===== src/hdl/assert_macros.svh =====
// Assertion macros for the CHIP-8 core RTL.
`ifndef ASSERT_MACROS_SVH
`define ASSERT_MACROS_SVH

// Clocked check, suppressed while reset is high.
`define C8_ASSERT(name, prop, msg) \
  name: assert property (@(posedge clk) disable iff (rst) prop) else $error(msg);

// Clocked check that also holds during reset.
`define C8_ASSERT_ALWAYS(name, prop, msg) \
  name: assert property (@(posedge clk) prop) else $error(msg);

`endif


===== src/hdl/c8cpu_pkg.sv =====
// Types, constants and helper functions for the CHIP-8 core.
`default_nettype none
package c8cpu_pkg;

  localparam int RAM_BYTES   = 4096;
  localparam int STACK_DEPTH = 16;
  localparam int AW = $clog2(RAM_BYTES);
  localparam int SW = $clog2(STACK_DEPTH);
  localparam int DW = $clog2(STACK_DEPTH + 1);

  localparam int FONT_BYTES = 'h50;
  localparam logic [11:0] START_PC = 12'h200;

  localparam logic [1:0] MODE_LOAD = 2'd0;
  localparam logic [1:0] MODE_STEP = 2'd1;
  localparam logic [1:0] MODE_READ = 2'd2;

  localparam logic [1:0] ST_OK      = 2'd0;
  localparam logic [1:0] ST_STACK   = 2'd1;
  localparam logic [1:0] ST_UNKNOWN = 2'd2;

  localparam logic [7:0] FONT_ROM [FONT_BYTES] = '{
    8'hF0, 8'h90, 8'h90, 8'h90, 8'hF0, 8'h20, 8'h60, 8'h20, 8'h20, 8'h70,
    8'hF0, 8'h10, 8'hF0, 8'h80, 8'hF0, 8'hF0, 8'h10, 8'hF0, 8'h10, 8'hF0,
    8'h90, 8'h90, 8'hF0, 8'h10, 8'h10, 8'hF0, 8'h80, 8'hF0, 8'h10, 8'hF0,
    8'hF0, 8'h80, 8'hF0, 8'h90, 8'hF0, 8'hF0, 8'h10, 8'h20, 8'h40, 8'h40,
    8'hF0, 8'h90, 8'hF0, 8'h90, 8'hF0, 8'hF0, 8'h90, 8'hF0, 8'h10, 8'hF0,
    8'hF0, 8'h90, 8'hF0, 8'h90, 8'h90, 8'hE0, 8'h90, 8'hE0, 8'h90, 8'hE0,
    8'hF0, 8'h80, 8'h80, 8'h80, 8'hF0, 8'hE0, 8'h90, 8'h90, 8'h90, 8'hE0,
    8'hF0, 8'h80, 8'hF0, 8'h80, 8'hF0, 8'hF0, 8'h80, 8'hF0, 8'h80, 8'h80
  };

  typedef struct packed {
    logic [1:0]  mode;
    logic [11:0] load_address;
    logic [7:0]  load_byte;
    logic [4:0]  row_index;
    logic [3:0]  key_code;
    logic        key_down;
    logic [7:0]  random_byte;
  } in_t;

  typedef struct packed {
    logic [11:0] program_counter;
    logic [15:0] opcode;
    logic        draw_flag;
    logic        sound_on;
    logic [63:0] row_bits;
    logic [1:0]  status;
  } out_t;

  // Controller steps; the current step is also the command to the datapath.
  typedef enum logic [4:0] {
    S_CLEAR, S_IDLE, S_LOAD, S_READ,
    S_FETCH0, S_FETCH1, S_FETCH2, S_RDX, S_RDY, S_EXEC,
    S_FLAG, S_POP, S_DRAW_RD, S_DRAW_WR, S_DRAW_END,
    S_BCD, S_ST_RD, S_ST_WR, S_LD_RD, S_LD_WR, S_FIN, S_DONE
  } step_t;

  typedef enum logic [2:0] {
    INS_SIMPLE, INS_ALUF, INS_RET, INS_DRAW, INS_BCD, INS_STORE, INS_LOAD
  } ins_t;

  typedef struct packed {
    step_t step;
    logic  accept;
  } cmd_t;

  typedef struct packed {
    ins_t cls;
    logic stk_empty;
    logic n_zero;
    logic last;
    logic clr_last;
  } stat_t;

  function automatic ins_t ins_class(input logic [15:0] op);
    ins_t c;
    c = INS_SIMPLE;
    unique case (op[15:12])
      4'h0: if (op == 16'h00EE) c = INS_RET;
      4'h8: begin
        case (op[3:0]) inside
          4'h4, 4'h5, 4'h6, 4'h7, 4'hE: c = INS_ALUF;
          default: c = INS_SIMPLE;
        endcase
      end
      4'hD: c = INS_DRAW;
      4'hF: begin
        case (op[7:0])
          8'h33:   c = INS_BCD;
          8'h55:   c = INS_STORE;
          8'h65:   c = INS_LOAD;
          default: c = INS_SIMPLE;
        endcase
      end
      default: c = INS_SIMPLE;
    endcase
    return c;
  endfunction

  // Decimal digit of v: sel 0 hundreds, 1 tens, 2 ones.
  function automatic logic [7:0] bcd_digit(input logic [7:0] v, input logic [1:0] sel);
    logic [1:0] h;
    logic [6:0] r;
    logic [3:0] t;
    logic [6:0] o;
    h = (v >= 8'd200) ? 2'd2 : ((v >= 8'd100) ? 2'd1 : 2'd0);
    r = 7'(v - 8'(h) * 8'd100);
    t = 4'd0;
    for (int k = 1; k < 10; k++) begin
      if (r >= 7'(k * 10)) t = 4'(k);
    end
    o = 7'(r - 7'(t) * 7'd10);
    case (sel)
      2'd0:    bcd_digit = {6'd0, h};
      2'd1:    bcd_digit = {4'd0, t};
      default: bcd_digit = {1'b0, o};
    endcase
  endfunction

endpackage
`default_nettype wire


===== src/hdl/c8cpu_ctrl.sv =====
// Sequencing state machine of the CHIP-8 core.
`default_nettype none
`include "assert_macros.svh"
module c8cpu_ctrl
  import c8cpu_pkg::*;
(
  input  wire logic       clk,
  input  wire logic       rst,
  input  wire logic       start,
  input  wire logic [1:0] mode,
  input  wire stat_t      stat,
  output cmd_t            cmd,
  output logic            busy,
  output logic            done
);

  step_t state, state_next;

  always_ff @(posedge clk) begin
    if (rst) state <= S_CLEAR;
    else     state <= state_next;
  end

  always_comb begin
    state_next = state;
    cmd.step   = state;
    cmd.accept = 1'b0;
    busy       = (state != S_IDLE);
    done       = (state == S_DONE);
    unique case (state)
      S_CLEAR: if (stat.clr_last) state_next = S_IDLE;
      S_IDLE: begin
        if (start) begin
          cmd.accept = 1'b1;
          unique case (mode)
            MODE_LOAD: state_next = S_LOAD;
            MODE_STEP: state_next = S_FETCH0;
            MODE_READ: state_next = S_READ;
            default:   state_next = S_DONE;
          endcase
        end
      end
      S_LOAD:   state_next = S_DONE;
      S_READ:   state_next = S_DONE;
      S_FETCH0: state_next = S_FETCH1;
      S_FETCH1: state_next = S_FETCH2;
      S_FETCH2: state_next = S_RDX;
      S_RDX:    state_next = S_RDY;
      S_RDY:    state_next = S_EXEC;
      S_EXEC: begin
        unique case (stat.cls)
          INS_ALUF:  state_next = S_FLAG;
          INS_RET:   state_next = stat.stk_empty ? S_FIN : S_POP;
          INS_DRAW:  state_next = stat.n_zero ? S_DRAW_END : S_DRAW_RD;
          INS_BCD:   state_next = S_BCD;
          INS_STORE: state_next = S_ST_RD;
          INS_LOAD:  state_next = S_LD_RD;
          default:   state_next = S_FIN;
        endcase
      end
      S_FLAG:     state_next = S_FIN;
      S_POP:      state_next = S_FIN;
      S_DRAW_RD:  state_next = S_DRAW_WR;
      S_DRAW_WR:  state_next = stat.last ? S_DRAW_END : S_DRAW_RD;
      S_DRAW_END: state_next = S_FIN;
      S_BCD:      state_next = stat.last ? S_FIN : S_BCD;
      S_ST_RD:    state_next = S_ST_WR;
      S_ST_WR:    state_next = stat.last ? S_FIN : S_ST_RD;
      S_LD_RD:    state_next = S_LD_WR;
      S_LD_WR:    state_next = stat.last ? S_FIN : S_LD_RD;
      S_FIN:      state_next = S_DONE;
      S_DONE:     state_next = S_IDLE;
      default:    state_next = S_IDLE;
    endcase
  end

  `C8_ASSERT(a_done_to_idle, done |=> !busy, "result strobe not followed by idle")
  `C8_ASSERT(a_accept_busy, (start && !busy) |=> busy, "accepted item did not make core busy")
  `C8_ASSERT(a_draw_loop, (state == S_DRAW_WR && !stat.last) |=> (state == S_DRAW_RD), "sprite row loop ended early")
  `C8_ASSERT_ALWAYS(a_reset_clear, rst |=> (state == S_CLEAR), "reset did not start clearing")

endmodule
`default_nettype wire


===== config.mk =====
export PLATFORM = sky130hd
export DESIGN_NAME = c8cpu_ctrl
export DESIGN_NICKNAME = d
export VERILOG_FILES = /design/src/hdl/c8cpu_pkg.sv /design/src/hdl/c8cpu_ctrl.sv
export VERILOG_INCLUDE_DIRS = /design/src /design/src/hdl
export SDC_FILE = /design/constraint.sdc
export NUM_CORES = 1
export LEC_CHECK = 0
export BUFFER_PORTS_ARGS = -buffer_cell sky130_fd_sc_hd__buf_4
export CELL_PAD_IN_SITES_DETAIL_PLACEMENT = 0
export CELL_PAD_IN_SITES_GLOBAL_PLACEMENT = 1
export CORE_MARGIN = 2
export CORE_UTILIZATION = 38
export CTS_CLUSTER_SIZE = 14
export DETAILED_ROUTE_END_ITERATION = 10
export GPL_TIMING_DRIVEN = 0
export PLACE_DENSITY = 0.88
export SYNTH_ARGS = -nofsm -noshare
export SYNTH_HDL_FRONTEND = slang
export SYNTH_SLANG_ARGS = --single-unit

===== constraint.sdc =====
create_clock -name clk -period 3.6 [get_ports clk]
set_clock_uncertainty 0.2 [all_clocks]
set_input_delay 0.72 -clock clk [delete_from_list [all_inputs] [get_ports clk]]
set_output_delay 0.72 -clock clk [all_outputs]
set_load 0.005 [all_outputs]

### Word-level counts from Yosys, hierarchy flattened

Index checks and enable logic that the tools add are counted.

| cells by class | value |
|---|---|
| order comparisons | 0 |
| $mul | 0 |
| equality and inequality tests | 32 |
| bitwise logic cells | 0 |
| shifts and indexed selects | 0 |
| reductions and logical operators | 5 |
| mux-type cells | 13 |
| divide/modulo/power cells | 0 |
| add/subtract/negate cells | 0 |

Operator list:

| cell | number |
|---|---|
| case mux 5 bit (17 select lines) | 1 |
| equality test 5 x 4 -> 1 bit (second input constant) | 8 |
| equality test 5 bit (second input constant) | 6 |
| case mux 5 bit (6 select lines) | 1 |
| equality test 5 x 3 -> 1 bit (second input constant) | 4 |
| 2-to-1 mux 5 bit | 4 |
| case mux 5 bit (3 select lines) | 1 |
| equality test 5 x 2 -> 1 bit (second input constant) | 2 |
| equality test 3 bit (second input constant) | 3 |
| equality test 3 x 2 -> 1 bit (second input constant) | 2 |
| 2-to-1 mux 3 bit | 2 |
| OR reduction 3 bit | 2 |
| equality test 5 x 1 -> 1 bit (second input constant) | 1 |
| zero test 5 bit | 1 |
| inequality test 5 x 1 -> 1 bit (second input constant) | 1 |
| 2-to-1 mux 2 bit | 2 |
| inequality test 2 bit (second input constant) | 2 |
| equality test 3 x 1 -> 1 bit (second input constant) | 1 |
| equality test 2 x 1 -> 1 bit (second input constant) | 1 |
| equality test 2 bit (second input constant) | 1 |
| zero test 2 bit | 1 |
| 2-to-1 mux 1 bit | 2 |
| AND reduction 2 bit | 1 |

| word-level totals | value |
|---|---|
| latch bits | 0 |
| memories | 0 |
| bits in writable memories | 0 |
| bits of input ports | 12 |
| bits in read-only memories | 0 |
| register bits | 5 |

### Depth between registers and ports, before layout

Gate-level depths: netlist of run 1.

| logic depth | value |
|---|---|
| depth in word-level cells | 4 |
| mapped depth | 6 |

### Worst setup path before layout of run 1

Ideal clock, no wire load.

| timing path | value |
|---|---|
| path kind | reg2out |
| start point | reg state[0] |
| end point | out done |
| data arrival time | 955 ps |
| buffers on the path | 1 |
| cell stages (with the launch flop) | 4 |
| path slack | 1725 ps |
| data required time | 2680 ps |
| path through | dfxtp_1 clkbuf_4 nand2_1 nor4b_1 |

| on the way | value |
|---|---|
| word-level cells in the longest chain between the ends | 1 |

Ends and longest elaborated chain:

| item | line | RTL |
|---|---|---|
| start, declared | c8cpu_ctrl.sv:17 | `step_t state, state_next;` |
| start signal, assigned | c8cpu_ctrl.sv:21 | `else state <= state_next;` |
| equality test 5 bit | c8cpu_ctrl.sv:29 | `done = (state == S_DONE);` |
| end, declared | c8cpu_ctrl.sv:14 | `output logic done` |

No other way between the ends.

### Worst setup path after layout of run 1

| timing path | value |
|---|---|
| start point | reg state[2] |
| end point | out done |

The elaborated chain is that of the path after synthesis.

==> results.py, run 1 <==
metrics = {
    "logic_synthesis": {
        "syn_area_um2": 683,
        "synth_top_area_cell": "dfxtp_1",
        "synth_top_area_share_pct": 14.7,
        "synth-main-ff-cell": "dfxtp_1",
        "seq_area_frac_synth_pct": 14.7,
        "synth-edff-count": 0,
        "ys_types": 40,
        "synth_area_leaders": "dfxtp_1, o21ai_0, buf_6, a21oi_1, o32a_1",
        "syn_nets": 98,
        "async_flop_share_pct": 0,
        "syn_area_per_cell_um2": 7.94,
        "synth-seq-cells": 5,
        "synth_warnings": 0,
        "postSynthCellCount": 86,
    },
    "cts": {
        "ctsHoldBuffers": 0,
        "postCtsSetupBuffers": 0,
        "clk_path_buf_depth": 2,
        "h-tree-depth": 1,
        "cts.clk_slew.worst_paths_ns": 0.05,
        "cts_root_buf": "clkbuf_4",
        "clock_latency_ns": 0.25,
        "cts_sinks": 5,
        "cts.repair.resized": 0,
        "cts_buffers": 3,
        "cts_tree": "done",
    },
    "cells_and_area": {
        "largest_reg_flops": 5,
        "layout.nets": 122,
        "final_core_util_pct": 51.8,
        "diodes": 0,
        "top_register": "state",
        "area_growth_pct": 29.5,
        "reg_top3": "state (5)",
        "drive_above_1_share_pct": 37.6,
    },
    "timing": {
        "setup_viol": 0,
        "finalSetupTns_ns": 0,
        "period_share_pct": 64.6,
        "fin_crit_ns": 2.32,
        "setup_slack_ns": 1.28,
        "holdWs_ns": 0.437,
        "tightestPinTransition_ns": 0.583,
        "report.final.slew_viol_count": 0,
        "maxSlewHeadroom_pct": 60.5,
        "rsz0062_at_grt": "no",
        "hold_viol": 0,
        "max_freq_mhz": 430,
    },
    "die": {
        "rows": 15,
        "fp.dieH_um": 46.4,
        "start_util_pct": 40.0,
        "die-area_mm2": 0.00215,
        "core_mm2": 0.00171,
        "fp.dieW_um": 46.4,
        "pin_count": 20,
    },
    "worst_setup_path": {
        "cp.required_ns": 2.68,
        "path_class": "flop to output pin",
        "critPathLaunchType": "flop",
        "slowest_stage": "dfxtp_1",
        "path_delay_family": "flip-flops",
        "cp_max_fo": 10,
        "endpoint_kind": "output pin",
        "critical-path-max-stage-delay_ns": 0.47,
        "crit_chain": "buf_6 > nand2_1 > nor4b_1 > buf_4",
        "critPathBufInv": 2,
        "arrival_ns": 1.40,
    },
    "route": {
        "routedWlPerCell_um": 13.6,
        "routed_via_density": 5.75,
        "ant_nets": 0,
        "drc": 0,
        "vias": 770,
        "wirelength_um": 1820,
        "drtIter0Drc": 35,
        "dr.pass1.iters": 4,
    },
    "global_routing": {
        "grt_pass1_vias": 676,
        "grt_max_degree": 11,
        "grt_overflow": 0,
        "track_usage_pct": 18.9,
        "grt_pass1_wl_um": 2900,
        "antenna_found_initial": 0,
    },
    "placed_design": {
        "dp_slack_ns": 1.55,
        "place.gp.congestion": 0.773,
        "dp_hpwl_um": 1380,
        "io_buffers": 19,
    },
    "power_and_ir_drop": {
        "peakVddDrop_v": 0.000205,
        "leakage_nw": 0.373,
        "power.density_mw_per_mm2": 220,
    },
    "min_path": {
        "min_path_type": "input pin to flop",
    },
    "flow_run": {
        "cap_violations": 0,
    },
    "run_status": {
        "status": "finished clean",
    },
}
logic make-up (layout without fill, tap and decap cells):
logic type | Yosys count | in the layout | share of synthesized area (%)
buf+inv | 12 | 35 | 14.5
simple gates | 32 | 32 | 32.6
compound gates | 37 | 37 | 38.3
flops | 5 | 5 | 14.7
layout by cell type (no fill, tap or decap), types with 2 or more instances in the layout:
cell	n
o311ai_0	2
buf_4	19
nor3b_1	2
buf_6	4
nor2_1	4
o32a_1	3
a31oi_1	4
inv_1	4
o21a_1	2
dfxtp_1	5
o21ai_0	9
clkbuf_8	2
a21oi_1	7
nand2b_1	3
nand3_1	2
and3_1	2
clkbuf_4	4
nand2_1	5
nor2b_1	3
metal layers:
metal	track usage [%]	part of all wire, %	up-vias
li1	-	-	378
met1	22.1	41	356
met2	33.1	51	32
met3	5.88	6.6	4
met4	4.57	1.6	0
met5	0	0	-
stage by stage:
stage	power (mW)	instances	area (um2)
global placement	0.127	130	857
finish	0.194	134	885
CTS	0.197	134	885
floorplan	0.101	86	683
global route	0.210	134	885
detailed placement	0.128	130	857
synthesized netlist by cell type (all sizes together) (2+ instances only):
cell    number
inv          5
and2b        2
o311ai       3
nor2         5
clkbuf       3
nand2        5
o21a         2
nor2b        4
o21ai        9
nand2b       3
buf          4
nand3        2
dfxtp        5
o32a         3
and3         2
a21oi        7
a31oi        4
nor3b        2
path summary, 6_finish.rpt:
kind / startpoint / end / slack (ns) / depth (start not counted)
hold / removal: rst / state[0] / 0.44 / 2
setup / recovery: state[2] / done / 1.28 / 4
hold reg to reg: state[0] / state[4] / 0.53 / 3
setup reg to reg: state[0] / state[3] / 1.94 / 4
where the power goes:
part | switching (mW) | internal [mW]
Combinational | 0.0319 | 0.0344
Sequential | 0.00324 | 0.0576
Clock | 0.0268 | 0.0404
Total | 0.0620 | 0.132
cell type report:
| type | instances | area (um2) |
|---|---|---|
| well taps | 25 | 31.3 |
| plain buffers | 7 | 80.1 |
| fillers | 169 | 823 |
| clock inverters | 1 | 5.00 |
| multi-input cells | 69 | 484 |
| clock buffers | 3 | 22.5 |
| flip-flops and latches | 5 | 100 |
| repair buffers | 19 | 143 |
| inverters | 5 | 18.8 |
worst register-to-register path: cells and delay by family, from the launching register on:
kind	cells	cell delay [ns]
AND/OR/NAND/NOR	2	0.34
AO/OA/AOI/OAI	2	0.59
flip-flops	1	0.40
Power figures use the tool's default switching activity.
==> run 2: changes to the inputs <==
--- a/config.mk
+++ b/config.mk
@@ -10,11 +10,11 @@
 export CELL_PAD_IN_SITES_DETAIL_PLACEMENT = 0
 export CELL_PAD_IN_SITES_GLOBAL_PLACEMENT = 1
 export CORE_MARGIN = 2
-export CORE_UTILIZATION = 38
+export CORE_UTILIZATION = 36
 export CTS_CLUSTER_SIZE = 14
 export DETAILED_ROUTE_END_ITERATION = 10
 export GPL_TIMING_DRIVEN = 0
-export PLACE_DENSITY = 0.88
+export PLACE_DENSITY = 0.84
 export SYNTH_ARGS = -nofsm -noshare
 export SYNTH_HDL_FRONTEND = slang
 export SYNTH_SLANG_ARGS = --single-unit
==> constraint.sdc (replaced) <==
create_clock -name clk -period 2.23 [get_ports clk]
set_clock_uncertainty 0.2 [all_clocks]
set_input_delay 0.446 -clock clk [delete_from_list [all_inputs] [get_ports clk]]
set_output_delay 0.446 -clock clk [all_outputs]
set_load 0.005 [all_outputs]
==> run 2 against run 1 <==
  * Final cell count unchanged
  * Via count decreased by 0.26%
  * Sequential power is 62% higher
  * Clock-buffer cell count unchanged
  * Register-to-register slack lost 1.4 ns
  * Setup slack worse by 1.1 ns
  * Sequential share of layout area is the same
  * Core utilization decreased by 1.7 points
  * Hold slack worse by 0.27 ns
  * First-iteration DRC count decreased by 49%
  * Design area unchanged
  * Largest cell class unchanged
  * Highest routed layer unchanged
==> results.py, run 2 (same netlist as run 1, synthesis figures left out) <==
metrics = {
    "route": {
        "drc": 0,
        "ant_nets": 0,
        "dr.pass1.iters": 4,
        "routedWlPerCell_um": 13.6,
        "vias": 768,
        "drtIter0Drc": 18,
        "routed_via_density": 5.73,
        "wirelength_um": 1820,
    },
    "timing": {
        "maxSlewHeadroom_pct": 60.1,
        "fin_crit_ns": 2.09,
        "max_freq_mhz": 479,
        "holdWs_ns": 0.172,
        "finalSetupTns_ns": 0,
        "report.final.slew_viol_count": 0,
        "rsz0062_at_grt": "no",
        "setup_viol": 0,
        "tightestPinTransition_ns": 0.590,
        "period_share_pct": 93.5,
        "hold_viol": 0,
    },
    "die": {
        "die-area_mm2": 0.00226,
        "fp.dieW_um": 47.6,
        "fp.dieH_um": 47.6,
        "start_util_pct": 38.7,
        "core_mm2": 0.00176,
        "pin_count": 20,
        "rows": 15,
    },
    "cts": {
        "h-tree-depth": 1,
        "cts_root_buf": "clkbuf_4",
        "ctsHoldBuffers": 0,
        "cts_buffers": 3,
        "cts_tree": "done",
        "cts_sinks": 5,
        "cts.clk_slew.worst_paths_ns": 0.04,
        "cts.repair.resized": 0,
        "postCtsSetupBuffers": 0,
        "clk_path_buf_depth": 2,
        "clock_latency_ns": 0.24,
    },
    "power_and_ir_drop": {
        "leakage_nw": 0.373,
        "peakVddDrop_v": 0.000235,
        "power.density_mw_per_mm2": 350,
        "total_power_mw": 0.310,
    },
    "worst_setup_path": {
        "critPathBufInv": 2,
        "cp_max_fo": 10,
        "critPathLaunchType": "flop",
        "path_class": "flop to output pin",
        "slowest_stage": "dfxtp_1",
        "endpoint_kind": "output pin",
        "arrival_ns": 1.44,
        "critical-path-max-stage-delay_ns": 0.42,
        "cp_common_cell": "buf_4",
        "path_delay_family": "flip-flops",
        "cp.required_ns": 1.58,
        "crit_chain": "buf_4 > nand2_1 > nor4b_1 > buf_4",
    },
    "cells_and_area": {
        "largest_reg_flops": 5,
        "top_register": "state",
        "layout_commonest_cell": "buf_4",
        "area_growth_pct": 29.5,
        "layout.cells.non_filler": 134,
        "layout.nets": 122,
        "final_core_util_pct": 50.1,
        "layout_common_cells": "buf_4, o21ai_0, a21oi_1",
        "reg_top3": "state (5)",
        "drive_above_1_share_pct": 37.6,
        "diodes": 0,
    },
    "flow_run": {
        "cap_violations": 0,
    },
    "global_routing": {
        "antenna_found_initial": 0,
        "track_usage_pct": 18.1,
        "grt_pass1_wl_um": 2840,
        "grt_overflow": 0,
        "grt_max_degree": 11,
        "grt_pass1_vias": 650,
    },
    "placed_design": {
        "dp_hpwl_um": 1440,
        "dpl.cell_count": 130,
        "io_buffers": 19,
        "place.gp.congestion": 0.833,
    },
    "run_status": {
        "status": "finished clean",
    },
    "min_path": {
        "min_path_type": "input pin to flop",
    },
}
[run 2: changes by cell type in the layout (fill, tap and decap cells not counted)]
cell	delta
buf_4	+1
clkbuf_4	-1
[run 2: power by group]
group / switching, mW / leakage (nW) / internal [mW] / total [mW]
logic: 0.0520 / 0.315 / 0.0558 / 0.108
clock network: 0.0381 / 0.0177 / 0.0649 / 0.103
registers: 0.00562 / 0.0406 / 0.0931 / 0.0988
total: 0.0957 / 0.373 / 0.214 / 0.310
[run 2: worst register-to-register path, delay by kind of cell (launching register included)]
| kind | cells | cell delay (ns) |
|---|---|---|
| DFF | 1 | 0.42 |
| and+or+nand+nor | 2 | 0.35 |
| AOI/OAI and AO/OA | 2 | 0.61 |
[run 2: metal layers]
layer	share of wire (%)	global-route usage, %
met1	43	21.0
met2	49	33.0
met3	7.0	6.79
met4	1.0	1.62
met5	0	0
[run 2: final cells by class]
cell class              count  area (um2)
multi-input cells          69         484
inverters                   5        18.8
fillers                   195         880
clock inverters             1        5.00
flip-flops and latches      5         100
clock buffers               3        22.5
repair buffers             19         143
plain buffers               7        80.1
well taps                  25        31.3
[run 2: worst paths after layout]
check / from / slack (ns) / cells after the start / to
worst max-delay path: state[0] / 0.14 / 4 / done
worst min register to register: state[1] / 0.56 / 3 / state[1]
worst max register to register: state[0] / 0.50 / 4 / state[2]
worst min-delay path: rst / 0.17 / 2 / state[0]
[run 2: stage by stage]
step           worst slack (ns)  cell area [um2]
2_1_floorplan             0.629              683
3_3_place_gp              0.459              857
3_5_place_dp              0.381              857
4_1_cts                   0.118              885
5_1_grt                  0.0277              885
6_report                  0.144              885
